<file path="src/hdl/stok_pkg.sv">
// Shared types, constants and helper functions of the source tokenizer.
package stok_pkg;

  // Sizes of the token fields
  localparam int MAX_TOKEN_LEN = 255;
  localparam int LEN_W         = $clog2(MAX_TOKEN_LEN + 1);
  localparam int OFFSET_BITS   = 24;
  localparam int POS_W         = 16;
  localparam int KEY_CHARS     = 6;
  localparam int KEY_W         = KEY_CHARS * 8;
  localparam int NUM_KW        = 13;

  // Result queue sizing
  localparam int QDEPTH  = 4;
  localparam int QPTR_W  = $clog2(QDEPTH);
  localparam int QCNT_W  = $clog2(QDEPTH + 1);

  // Byte codes of interest
  localparam logic [7:0] CH_NUL    = 8'h00;
  localparam logic [7:0] CH_TAB    = 8'h09;
  localparam logic [7:0] CH_LF     = 8'h0A;
  localparam logic [7:0] CH_CR     = 8'h0D;
  localparam logic [7:0] CH_SP     = 8'h20;
  localparam logic [7:0] CH_QUOTE  = 8'h22;
  localparam logic [7:0] CH_LPAREN = 8'h28;
  localparam logic [7:0] CH_RPAREN = 8'h29;
  localparam logic [7:0] CH_SEMI   = 8'h3B;
  localparam logic [7:0] CH_EQ     = 8'h3D;
  localparam logic [7:0] CH_LBRACE = 8'h7B;
  localparam logic [7:0] CH_RBRACE = 8'h7D;

  typedef enum logic [3:0] {
    K_END     = 4'd0,
    K_IDENT   = 4'd1,
    K_IF      = 4'd2,
    K_ELSE    = 4'd3,
    K_LIT     = 4'd4,
    K_NUM     = 4'd5,
    K_TYPE    = 4'd6,
    K_EQ      = 4'd7,
    K_SEMI    = 4'd8,
    K_LBRACE  = 4'd9,
    K_RBRACE  = 4'd10,
    K_LPAREN  = 4'd11,
    K_RPAREN  = 4'd12,
    K_RETURN  = 4'd13,
    K_BAD     = 4'd14,
    K_UNTERM  = 4'd15
  } kind_t;

  // One token as it leaves the block
  typedef struct packed {
    kind_t                  kind;
    logic [POS_W-1:0]       line;
    logic [POS_W-1:0]       col;
    logic [OFFSET_BITS-1:0] offset;
    logic [LEN_W-1:0]       len;
    logic                   last;
  } tok_t;

  // Up to two tokens produced by one source byte
  typedef struct packed {
    logic [1:0] n;
    tok_t       t0;
    tok_t       t1;
  } push_t;

  typedef struct packed {
    logic [KEY_W-1:0] text;
    logic [3:0]       nchar;
    kind_t            kind;
  } kw_t;

  localparam kw_t KW_TABLE [NUM_KW] = '{
    '{KEY_W'("if"),     4'd2, K_IF},
    '{KEY_W'("else"),   4'd4, K_ELSE},
    '{KEY_W'("u8"),     4'd2, K_TYPE},
    '{KEY_W'("u16"),    4'd3, K_TYPE},
    '{KEY_W'("u32"),    4'd3, K_TYPE},
    '{KEY_W'("u64"),    4'd3, K_TYPE},
    '{KEY_W'("i8"),     4'd2, K_TYPE},
    '{KEY_W'("i16"),    4'd3, K_TYPE},
    '{KEY_W'("i32"),    4'd3, K_TYPE},
    '{KEY_W'("i64"),    4'd3, K_TYPE},
    '{KEY_W'("v0"),     4'd2, K_TYPE},
    '{KEY_W'("str"),    4'd3, K_TYPE},
    '{KEY_W'("return"), 4'd6, K_RETURN}
  };

  function automatic logic is_alpha(logic [7:0] ch);
    return (ch inside {[8'h61:8'h7A], [8'h41:8'h5A]});
  endfunction

  function automatic logic is_digit(logic [7:0] ch);
    return (ch inside {[8'h30:8'h39]});
  endfunction

  // Match a captured word against the keyword set; long words stay identifiers
  function automatic kind_t word_kind(logic [KEY_W-1:0] cap, logic [LEN_W-1:0] len);
    kind_t res;
    res = K_IDENT;
    if (len <= LEN_W'(KEY_CHARS)) begin
      for (int i = 0; i < NUM_KW; i++) begin
        if (KW_TABLE[i].text == cap && len == LEN_W'(KW_TABLE[i].nchar)) begin
          res = KW_TABLE[i].kind;
        end
      end
    end
    return res;
  endfunction

endpackage

</file>
<file path="src/hdl/stok_scan.sv">
// Input register, scanner state and per-byte token generation.
module stok_scan import stok_pkg::*; (
  input  logic        clk,
  input  logic        rst_n,
  input  logic        in_valid,
  output logic        in_ready,
  input  logic [7:0]  in_ch,
  input  logic        room,
  output push_t       push
);

  typedef enum logic [1:0] {
    M_IDLE  = 2'd0,
    M_IDENT = 2'd1,
    M_NUM   = 2'd2,
    M_LIT   = 2'd3
  } mode_t;

  localparam logic [LEN_W-1:0] LEN_MAX = LEN_W'(MAX_TOKEN_LEN);
  localparam logic [POS_W-1:0] POS_MAX = '1;
  localparam logic [POS_W-1:0] POS_ONE = POS_W'(1);

  logic                   in_valid_r;
  logic [7:0]             ch_r;
  mode_t                  mode_r, mode_nxt;
  logic [POS_W-1:0]       cur_line_r, cur_line_nxt, cur_col_r, cur_col_nxt;
  logic [OFFSET_BITS-1:0] cur_off_r, cur_off_nxt;
  logic [POS_W-1:0]       st_line_r, st_line_nxt, st_col_r, st_col_nxt;
  logic [OFFSET_BITS-1:0] st_off_r, st_off_nxt;
  logic [LEN_W-1:0]       run_len_r, run_len_nxt;
  logic [KEY_W-1:0]       cap_r, cap_nxt;

  logic                   fire;
  logic [POS_W-1:0]       adv_line, adv_col;
  logic [OFFSET_BITS-1:0] adv_off;
  logic [LEN_W-1:0]       len_inc;
  logic [KEY_W-1:0]       cap_ext;
  logic                   close, to_idle, emit_i;
  kind_t                  close_kind, emit_kind;
  logic [LEN_W-1:0]       close_len;
  tok_t                   close_tok, idle_tok;

  assign fire     = in_valid_r && room;
  assign in_ready = !in_valid_r || room;

  // Position after this byte
  always_comb begin
    adv_off  = cur_off_r + OFFSET_BITS'(1);
    adv_line = cur_line_r;
    adv_col  = cur_col_r;
    if (ch_r == CH_LF) begin
      adv_col = POS_ONE;
      if (cur_line_r != POS_MAX) adv_line = cur_line_r + POS_ONE;
    end else if (ch_r == CH_CR) begin
      adv_col = POS_ONE;
    end else if (cur_col_r != POS_MAX) begin
      adv_col = cur_col_r + POS_ONE;
    end
  end

  assign len_inc = (run_len_r == LEN_MAX) ? run_len_r : run_len_r + LEN_W'(1);
  assign cap_ext = (run_len_r < LEN_W'(KEY_CHARS)) ? {cap_r[KEY_W-9:0], ch_r} : cap_r;

  // Extend or close an open token, or treat the byte as between tokens
  always_comb begin
    mode_nxt     = mode_r;
    cur_line_nxt = cur_line_r;
    cur_col_nxt  = cur_col_r;
    cur_off_nxt  = cur_off_r;
    st_line_nxt  = st_line_r;
    st_col_nxt   = st_col_r;
    st_off_nxt   = st_off_r;
    run_len_nxt  = run_len_r;
    cap_nxt      = cap_r;
    close        = 1'b0;
    close_kind   = K_IDENT;
    close_len    = run_len_r;
    to_idle      = 1'b0;
    emit_i       = 1'b0;
    emit_kind    = K_BAD;

    case (mode_r)
      M_IDENT: begin
        if (is_alpha(ch_r) || is_digit(ch_r)) begin
          cap_nxt      = cap_ext;
          run_len_nxt  = len_inc;
          cur_line_nxt = adv_line;
          cur_col_nxt  = adv_col;
          cur_off_nxt  = adv_off;
        end else begin
          close      = 1'b1;
          close_kind = word_kind(cap_r, run_len_r);
          to_idle    = 1'b1;
        end
      end
      M_NUM: begin
        if (is_digit(ch_r)) begin
          run_len_nxt  = len_inc;
          cur_line_nxt = adv_line;
          cur_col_nxt  = adv_col;
          cur_off_nxt  = adv_off;
        end else begin
          close      = 1'b1;
          close_kind = K_NUM;
          to_idle    = 1'b1;
        end
      end
      M_LIT: begin
        if (ch_r == CH_QUOTE) begin
          close        = 1'b1;
          close_kind   = K_LIT;
          close_len    = len_inc;
          run_len_nxt  = len_inc;
          mode_nxt     = M_IDLE;
          cur_line_nxt = adv_line;
          cur_col_nxt  = adv_col;
          cur_off_nxt  = adv_off;
        end else if (ch_r == CH_NUL || ch_r == CH_LF || ch_r == CH_CR) begin
          close      = 1'b1;
          close_kind = K_UNTERM;
          to_idle    = 1'b1;
        end else begin
          run_len_nxt  = len_inc;
          cur_line_nxt = adv_line;
          cur_col_nxt  = adv_col;
          cur_off_nxt  = adv_off;
        end
      end
      default: to_idle = 1'b1;
    endcase

    if (to_idle) begin
      mode_nxt = M_IDLE;
      if (ch_r == CH_NUL) begin
        // End of input: report, then fall back to the reset state
        emit_i       = 1'b1;
        emit_kind    = K_END;
        cur_line_nxt = POS_ONE;
        cur_col_nxt  = POS_ONE;
        cur_off_nxt  = '0;
        st_line_nxt  = POS_ONE;
        st_col_nxt   = POS_ONE;
        st_off_nxt   = '0;
        run_len_nxt  = '0;
        cap_nxt      = '0;
      end else begin
        cur_line_nxt = adv_line;
        cur_col_nxt  = adv_col;
        cur_off_nxt  = adv_off;
        if (!(ch_r inside {CH_SP, CH_TAB, CH_LF, CH_CR})) begin
          st_line_nxt = cur_line_r;
          st_col_nxt  = cur_col_r;
          st_off_nxt  = cur_off_r;
          run_len_nxt = LEN_W'(1);
          if (is_alpha(ch_r)) begin
            mode_nxt = M_IDENT;
            cap_nxt  = KEY_W'(ch_r);
          end else if (is_digit(ch_r)) begin
            mode_nxt = M_NUM;
          end else if (ch_r == CH_QUOTE) begin
            mode_nxt = M_LIT;
          end else begin
            emit_i = 1'b1;
            case (ch_r)
              CH_EQ:     emit_kind = K_EQ;
              CH_SEMI:   emit_kind = K_SEMI;
              CH_LBRACE: emit_kind = K_LBRACE;
              CH_RBRACE: emit_kind = K_RBRACE;
              CH_LPAREN: emit_kind = K_LPAREN;
              CH_RPAREN: emit_kind = K_RPAREN;
              default:   emit_kind = K_BAD;
            endcase
          end
        end
      end
    end
  end

  // Assemble the beats for the result queue
  always_comb begin
    close_tok.kind   = close_kind;
    close_tok.line   = st_line_r;
    close_tok.col    = st_col_r;
    close_tok.offset = st_off_r;
    close_tok.len    = close_len;
    close_tok.last   = !emit_i;

    idle_tok.kind    = emit_kind;
    idle_tok.line    = cur_line_r;
    idle_tok.col     = cur_col_r;
    idle_tok.offset  = cur_off_r;
    idle_tok.len     = (emit_kind == K_END) ? '0 : LEN_W'(1);
    idle_tok.last    = 1'b1;

    push.t0 = close ? close_tok : idle_tok;
    push.t1 = idle_tok;
    push.n  = fire ? (2'(close) + 2'(emit_i)) : 2'd0;
  end

  // Hold the incoming byte until the queue has room
  always_ff @(posedge clk) begin
    if (!rst_n) begin
      in_valid_r <= 1'b0;
    end else if (in_valid && in_ready) begin
      in_valid_r <= 1'b1;
    end else if (fire) begin
      in_valid_r <= 1'b0;
    end
    if (in_valid && in_ready) ch_r <= in_ch;
  end

  // Advance scanner state on each processed byte
  always_ff @(posedge clk) begin
    if (!rst_n) begin
      mode_r     <= M_IDLE;
      cur_line_r <= POS_ONE;
      cur_col_r  <= POS_ONE;
      cur_off_r  <= '0;
      st_line_r  <= POS_ONE;
      st_col_r   <= POS_ONE;
      st_off_r   <= '0;
      run_len_r  <= '0;
      cap_r      <= '0;
    end else if (fire) begin
      mode_r     <= mode_nxt;
      cur_line_r <= cur_line_nxt;
      cur_col_r  <= cur_col_nxt;
      cur_off_r  <= cur_off_nxt;
      st_line_r  <= st_line_nxt;
      st_col_r   <= st_col_nxt;
      st_off_r   <= st_off_nxt;
      run_len_r  <= run_len_nxt;
      cap_r      <= cap_nxt;
    end
  end

`ifndef NO_ASSERTIONS
  a_end_resets: assert property (@(posedge clk) disable iff (!rst_n)
    (fire && ch_r == CH_NUL) |=> (mode_r == M_IDLE && cur_line_r == POS_ONE
                                  && cur_off_r == '0))
    else $error("end of input did not return scanner to start state");
  a_two_only_on_close: assert property (@(posedge clk) disable iff (!rst_n)
    (push.n == 2'd2) |-> (close && emit_i && mode_r != M_IDLE))
    else $error("two beats from one byte without a token closing");
  a_no_push_idle: assert property (@(posedge clk) disable iff (!rst_n)
    !fire |-> (push.n == 2'd0))
    else $error("beat pushed without a byte being processed");
  a_token_open_len: assert property (@(posedge clk) disable iff (!rst_n)
    (mode_r != M_IDLE) |-> (run_len_r != '0))
    else $error("open token with zero length");
`endif

endmodule

</file>
<file path="src/hdl/stok_outq.sv">
// Small result queue: up to two beats in per cycle, one out if ready.
module stok_outq import stok_pkg::*; (
  input  logic        clk,
  input  logic        rst_n,
  input  push_t       push,
  output logic        room,
  output logic        out_valid,
  input  logic        out_ready,
  output tok_t        out_tok
);

  tok_t              mem_r [QDEPTH];
  logic [QPTR_W-1:0] wr_ptr_r, rd_ptr_r;
  logic [QCNT_W-1:0] count_r;
  logic              pop;

  assign out_valid = (count_r != '0);
  assign pop       = out_valid && out_ready;
  assign out_tok   = mem_r[rd_ptr_r];
  assign room      = (count_r <= QCNT_W'(QDEPTH - 2));

  // Store incoming beats
  always_ff @(posedge clk) begin
    if (push.n != 2'd0) mem_r[wr_ptr_r] <= push.t0;
    if (push.n == 2'd2) mem_r[wr_ptr_r + QPTR_W'(1)] <= push.t1;
  end

  // Advance pointers and fill level
  always_ff @(posedge clk) begin
    if (!rst_n) begin
      wr_ptr_r <= '0;
      rd_ptr_r <= '0;
      count_r  <= '0;
    end else begin
      wr_ptr_r <= wr_ptr_r + QPTR_W'(push.n);
      if (pop) rd_ptr_r <= rd_ptr_r + QPTR_W'(1);
      count_r  <= count_r + QCNT_W'(push.n) - QCNT_W'(pop);
    end
  end

`ifndef NO_ASSERTIONS
  a_no_overflow: assert property (@(posedge clk) disable iff (!rst_n)
    (push.n != 2'd0) |-> room)
    else $error("beats pushed into a full queue");
  a_count_bound: assert property (@(posedge clk) disable iff (!rst_n)
    count_r <= QCNT_W'(QDEPTH))
    else $error("queue fill level out of range");
  a_push_legal: assert property (@(posedge clk) disable iff (!rst_n)
    push.n != 2'd3)
    else $error("illegal beat count");
`endif

endmodule

</file>
<file path="src/hdl/source_tokenizer.sv">
// Top level of the streaming source tokenizer.
//
//   channel   direction  handshake                  payload
//   in_       in         in_valid / in_ready        in_ch
//   out_      out        out_valid / out_ready      out_kind, out_tok_line, out_tok_col,
//                                                   out_tok_offset, out_tok_len, out_last
//
// One source byte per cycle is taken while the result queue has room; the scanner
// step sits between the input register and a four-beat result queue, into which
// its beats are registered. A byte that closes a token and is itself a one-byte
// token or the end of input gives two beats, so the sustained rate is limited by
// the one-beat-per-cycle drain of the result queue. rst_n is synchronous; it
// clears the scanner to line 1, column 1, offset 0. in_ready depends only on
// registered state, not on out_ready.
module source_tokenizer import stok_pkg::*; (
  input  logic                   clk,
  input  logic                   rst_n,
  input  logic                   in_valid,
  output logic                   in_ready,
  input  logic [7:0]             in_ch,
  output logic                   out_valid,
  input  logic                   out_ready,
  output logic [3:0]             out_kind,
  output logic [POS_W-1:0]       out_tok_line,
  output logic [POS_W-1:0]       out_tok_col,
  output logic [OFFSET_BITS-1:0] out_tok_offset,
  output logic [LEN_W-1:0]       out_tok_len,
  output logic                   out_last
);

  push_t push;
  logic  room;
  tok_t  out_tok;

  stok_scan u_scan (
    .clk      (clk),
    .rst_n    (rst_n),
    .in_valid (in_valid),
    .in_ready (in_ready),
    .in_ch    (in_ch),
    .room     (room),
    .push     (push)
  );

  stok_outq u_outq (
    .clk       (clk),
    .rst_n     (rst_n),
    .push      (push),
    .room      (room),
    .out_valid (out_valid),
    .out_ready (out_ready),
    .out_tok   (out_tok)
  );

  // Split the queued beat onto the result ports
  assign out_kind       = out_tok.kind;
  assign out_tok_line   = out_tok.line;
  assign out_tok_col    = out_tok.col;
  assign out_tok_offset = out_tok.offset;
  assign out_tok_len    = out_tok.len;
  assign out_last       = out_tok.last;

endmodule

</file>
<file path="config.mk">
export PLATFORM = sky130hd
export DESIGN_NAME = source_tokenizer
export DESIGN_NICKNAME = d
export VERILOG_FILES = /design/src/hdl/stok_pkg.sv /design/src/hdl/stok_scan.sv /design/src/hdl/stok_outq.sv /design/src/hdl/source_tokenizer.sv
export SDC_FILE = /design/constraint.sdc
export NUM_CORES = 1
export LEC_CHECK = 0
export BUFFER_PORTS_ARGS = -buffer_cell sky130_fd_sc_hd__buf_2
export CAP_MARGIN = 40
export CORE_MARGIN = 3
export CORE_UTILIZATION = 40
export CTS_CLUSTER_DIAMETER = 40
export DETAILED_ROUTE_END_ITERATION = 8
export GPL_ROUTABILITY_DRIVEN = 0
export GPL_TIMING_DRIVEN = 0
export MAX_ROUTING_LAYER = met4
export SLEW_MARGIN = 15
export SYNTH_ARGS = -nofsm -noshare
export SYNTH_HDL_FRONTEND = slang
export SYNTH_HIERARCHICAL = 1
export SYNTH_SLANG_ARGS = --single-unit
</file>
<file path="constraint.sdc">
create_clock -name clk -period 7.7 [get_ports clk]
set_input_delay 1.54 -clock clk [delete_from_list [all_inputs] [get_ports clk]]
set_output_delay 1.54 -clock clk [all_outputs]
set_load 0.005 [all_outputs]
</file>
Word level (Yosys, flattened, before mapping)
Memory sizes are Yosys's and may differ from the RTL's. A register that Yosys moved wholly into a read port is not among the register bits.
Index checks and enable logic that the tools add are counted.
W data, S select, Z words.
{"block": "totals", "wordCells": 219, "memories": 1, "output_inout_bits": 71, "register_bits": 186, "in_bits": 12, "ram_bits": 276}
{"block": "op_classes", "n_lt_le_gt_ge": 9, "eq_ne": 39, "mux": 108, "n_reduce_logical": 38, "addsub": 10}
{"memory": "u_outq.mem_r", "depth": 4, "width": 69, "read_ports": 1, "rd_ports_with_merged_regs": 1, "write_ports": 2, "line": "stok_outq.sv:12", "text": "tok_t mem_r [QDEPTH];"}
{"cell": "$eq A23 B48 Y1 const A", "count": 7}
{"cell": "$mux W16", "count": 21}
{"cell": "$mux W48", "count": 7}
{"cell": "$eq A15 B48 Y1 const A", "count": 4}
{"cell": "$mux W24", "count": 8}
{"cell": "$pmux W16 S3", "count": 2}
{"cell": "$mux W8", "count": 10}
{"cell": "$pmux W24 S3", "count": 1}
{"cell": "$mux W69", "count": 1}
{"cell": "$eq A31 B48 Y1 const A", "count": 1}
{"cell": "$eq A47 B48 Y1 const A", "count": 1}
{"cell": "$eq A8 B6 Y1 const B", "count": 6}
{"cell": "$mux W4", "count": 11}
{"cell": "$mux W3", "count": 11}
{"cell": "$add A16 B1 Y16 const B", "count": 2}
{"cell": "$ne A16 B16 Y1 const B", "count": 2}
{"cell": "$mux W2", "count": 13}
{"cell": "$add A24 B1 Y24 const B", "count": 1}
{"cell": "$eq A8 B4 Y1 const B", "count": 3}
{"cell": "$pmux W4 S6", "count": 1}
{"cell": "$pmux W8 S3", "count": 1}
{"cell": "$logic_and A1 B1 Y1", "count": 19}
{"cell": "$mux W1", "count": 18}
{"cell": "$eq A8 B2 Y1 const B", "count": 2}
{"cell": "32 further kinds", "count": 51}

Depth between registers and ports, before layout
{"block": "logic_depth", "ltp_word": 19, "mapped_depth": 18, "mapped_depth_nobuf": 15}

Cells and area by module
Netlist, hierarchy kept.
{"module": "stok_outq", "cells_each": 718, "area_each_um2": 13785.7, "seq_area_each_um2": 8468.1, "n_inst": 1}
{"module": "stok_scan", "cells_each": 1076, "area_each_um2": 9203.8, "seq_area_each_um2": 3663.5, "n_inst": 1}

Least setup slack after synthesis
No wires, ideal clock.
{"block": "synth_path", "path_kind": "register to register", "start": "register u_scan.ch_r[3]", "end": "memory u_outq/mem_r[0][0] in the netlist's numbering (enable)", "path_stages_with_launch": 13, "path_slack_ns": -0.216, "synth_period_minus_slack_ns": 7.916, "t_required_ns": 7.109, "path_buffers": 2, "t_arrival_ns": 7.324, "setup_ns": 0.591, "path_cell_list": "edfxtp_1 -> clkbuf_1 -> or4b_1 -> nor3_1 -> o21ai_1 -> nand2_1 -> nor2_2 -> inv_2 -> buf_2 -> ha_1 -> and3_1 -> o21bai_1 -> o21ai_0"}
{"item": "from (decl)", "line": "stok_scan.sv:24", "text": "logic [7:0] ch_r;"}
{"item": "from (signal assigned)", "line": "stok_scan.sv:209", "text": "if (in_valid && in_ready) ch_r <= in_ch;"}
{"item": "to (decl)", "line": "stok_outq.sv:12"}

==> metrics.cfg <==
[worst_setup_path]
path_max_fanout=20
critical_path_class=reg2reg
crit_buf_inv=9
cp.required_ns=7.99
critPathCaptureType=flop
cp_cell_sequence=clkbuf_1, or4b_1, nor3_1, o21ai_1, nand2_1, nor2_2, inv_2, buf_2, ha_1, inv_1, nor2_1, buf_2, nor4bb_1, buf_2, buf_4, o21bai_4, buf_12, buf_12
crit_family=buffers and inverters
crit_path_start_kind=flop
slowest_stage=or4b_1
crit_top_cell=buf_2
slowest_delay_ns=0.59
worstPathArrival_ns=5.52

[die]
fp.dieW_um=246
rows=87
dieHeight_um=246
start_util_pct=40.6
die_area_um2=60400
coreArea_um2=56600
boundaryPins=83

[grt]
grtUsageTotal_pct=20.9
grt_max_degree=22
overflow=0
grt_pass1_vias=15900
grt_first_pass_wirelength_um=94900
antenna_found_initial=3

[sta]
drv_slew=0
max_slew_margin_pct=39.6
fin_crit_sh_pct=67.9
skew_ns=0.0243
max_freq_mhz=191
rsz0062_at_grt=no
finalSetupViolations=0
worst_pin_slew_ns=0.906
min_period_ns=5.22
fin_ws_ns=2.48
hold_violations=0
hold_slack_ns=0.447

[placement]
dp_slack_ns=2.55
place_hpwl_um=40800
io_buffers=82
placed_cell_area_um2=24800

[final_layout]
synthToLayoutAreaGrowth_pct=19.3
final_cell_mix=307 x mux2_2, 284 x edfxtp_1, 180 x dfxtp_1
nNetsFinal=2001
final_common_cell=mux2_2
design_area_um2=27400
drive_gt1_share_pct=35.5

[clocking]
postCtsSetupRepairBufs=0
clk_latency_ns=0.61
clock-sinks=464
cts_buffers=77
cts_tree=built
htree_levels=3
clk_path_buf_depth=3
cts.reportedPaths.clkPinSlew_ns=0.05
ctsResizeCount=0
cts_root_buf=clkbuf_16
hold_buffers=0

[detailed_routing]
routed_wl_um=60900
firstDrtPassIters=5
ant_nets=0
vias=15800
drc=0
drt_iter0_drc=1238
avgRoutedWirePerCell_um=21.7
vias_per_cell=5.66

[yosys]
synth_edf_count=284
synth_seq_cells=464
yosys_most_used_dff=edfxtp_1
syn_inst=1794
avgSynthCellArea_um2=12.8
yosysWarnings=6
synth.distinct_cells=90
synthArstFlopShare_pct=0
synth.yosys.seq_area_share_pct=52.8
syn_area_um2=23000

[worst_hold_path]
hold_path_class=reg2reg

[run_status]
status=finished clean

[power]
finalPower_uw=7290
vdd_drop_max_mv=0.146
power_density_nw_per_um2=266
p_leak_uw=0.00961

[flow_run]
maxCapViolCount=0

==> per-layer routing <==
layer / track usage, % / vias up / share of wire [%]
met4: 6.27 / 0 / 2.4
met2: 32.6 / 528 / 47
li1: - / 7307 / -
met1: 28.2 / 7886 / 45
met5: - / - / 0
met3: 3.53 / 110 / 6.1
==> final cells by class <==
| cell class | instances | area, µm² |
|---|---|---|
| repair buffers | 98 | 759 |
| multi-input cells | 1180 | 10100 |
| inverters | 21 | 78.8 |
| clock inverters | 50 | 607 |
| plain buffers | 135 | 714 |
| fillers | 5103 | 29200 |
| clock buffers | 94 | 2060 |
| flip-flops and latches | 464 | 12100 |
| diodes | 1 | 2.50 |
| well taps | 756 | 946 |
==> cells in the mapped netlist (13+ instances only) <==
cell type | n | area, µm²
inv_1 | 19 | 71.3
dfxtp_1 | 180 | 3600
mux2_1 | 13 | 146
a31oi_1 | 13 | 81.3
a22o_1 | 47 | 412
a21oi_1 | 115 | 576
nor2_1 | 64 | 240
o21ai_0 | 33 | 165
buf_4 | 27 | 203
or3_1 | 20 | 125
clkbuf_1 | 50 | 188
nand4_1 | 23 | 144
mux2_2 | 307 | 3460
nand2_1 | 118 | 443
xnor2_1 | 15 | 131
nand3_1 | 84 | 420
edfxtp_1 | 284 | 8530
xor2_1 | 16 | 140
and3_1 | 16 | 100
buf_2 | 48 | 240
mux4_2 | 69 | 1550
nor3_1 | 21 | 105
==> worst paths after layout <==
kind | start | end | slack [ns] | depth (start not counted)
hold / removal | u_scan/st_col_r[5] | u_scan/st_col_r[5] | 0.45 | 2
setup / recovery | u_scan/ch_r[3] | u_outq/mem_r[2][17] | 2.48 | 18
setup reg to reg | u_scan/ch_r[3] | u_outq/mem_r[2][17] | 2.48 | 18
hold reg to reg | u_scan/st_col_r[5] | u_scan/st_col_r[5] | 0.45 | 2
==> worst min-delay path: stages, from the launching register on <==
cell and delay (ns):
dfxtp_1 0.30, nand2_1 0.05, a21oi_1 0.05
==> report_power, final <==
group	internal [µW]	switching (µW)
clock network	2300	1240
registers	2730	43.9
logic	441	544
total	5460	1820
==> through the flow <==
stage	instances	TNS, ns	util (%)
final	2799	0	48.5
after global routing	2799	0	48.5
after CTS	2798	0	48.5
after detailed placement	2654	0	43.7
after global placement	2638	-657.00	43.1
after floorplan	1800	0	-
==> flip-flops by register name (all words and copies together) (netlist names), named ones only <==
register,cells
u_outq/count_r,3
u_outq/wr_ptr_r,2
u_scan/st_col_r,16
u_scan/run_len_r,8
u_scan/in_valid_r,1
u_scan/cur_col_r,16
u_scan/st_line_r,16
u_scan/cur_off_r,24
u_scan/cur_line_r,16
u_scan/st_off_r,24
u_scan/mode_r,2
u_scan/ch_r,8
u_scan/cap_r,48
u_outq/mem_r,276
u_outq/rd_ptr_r,2
==> logic make-up (layout without fill, tap and decap cells) <==
logic type / Yosys count / in the layout / synth area share, %
buffers and inverters: 156 / 398 / 3.45
multiplexers: 404 / 404 / 23.3
AND/OR/NAND/NOR: 457 / 457 / 10.9
XOR/XNOR: 33 / 33 / 1.38
adder cells (fa/ha/maj): 12 / 12 / 0.686
AO/OA/AOI/OAI: 266 / 266 / 7.51
other: 2 / 9 / 0.0327
flip-flops: 464 / 464 / 52.8
Power figures use the tool's default switching activity.
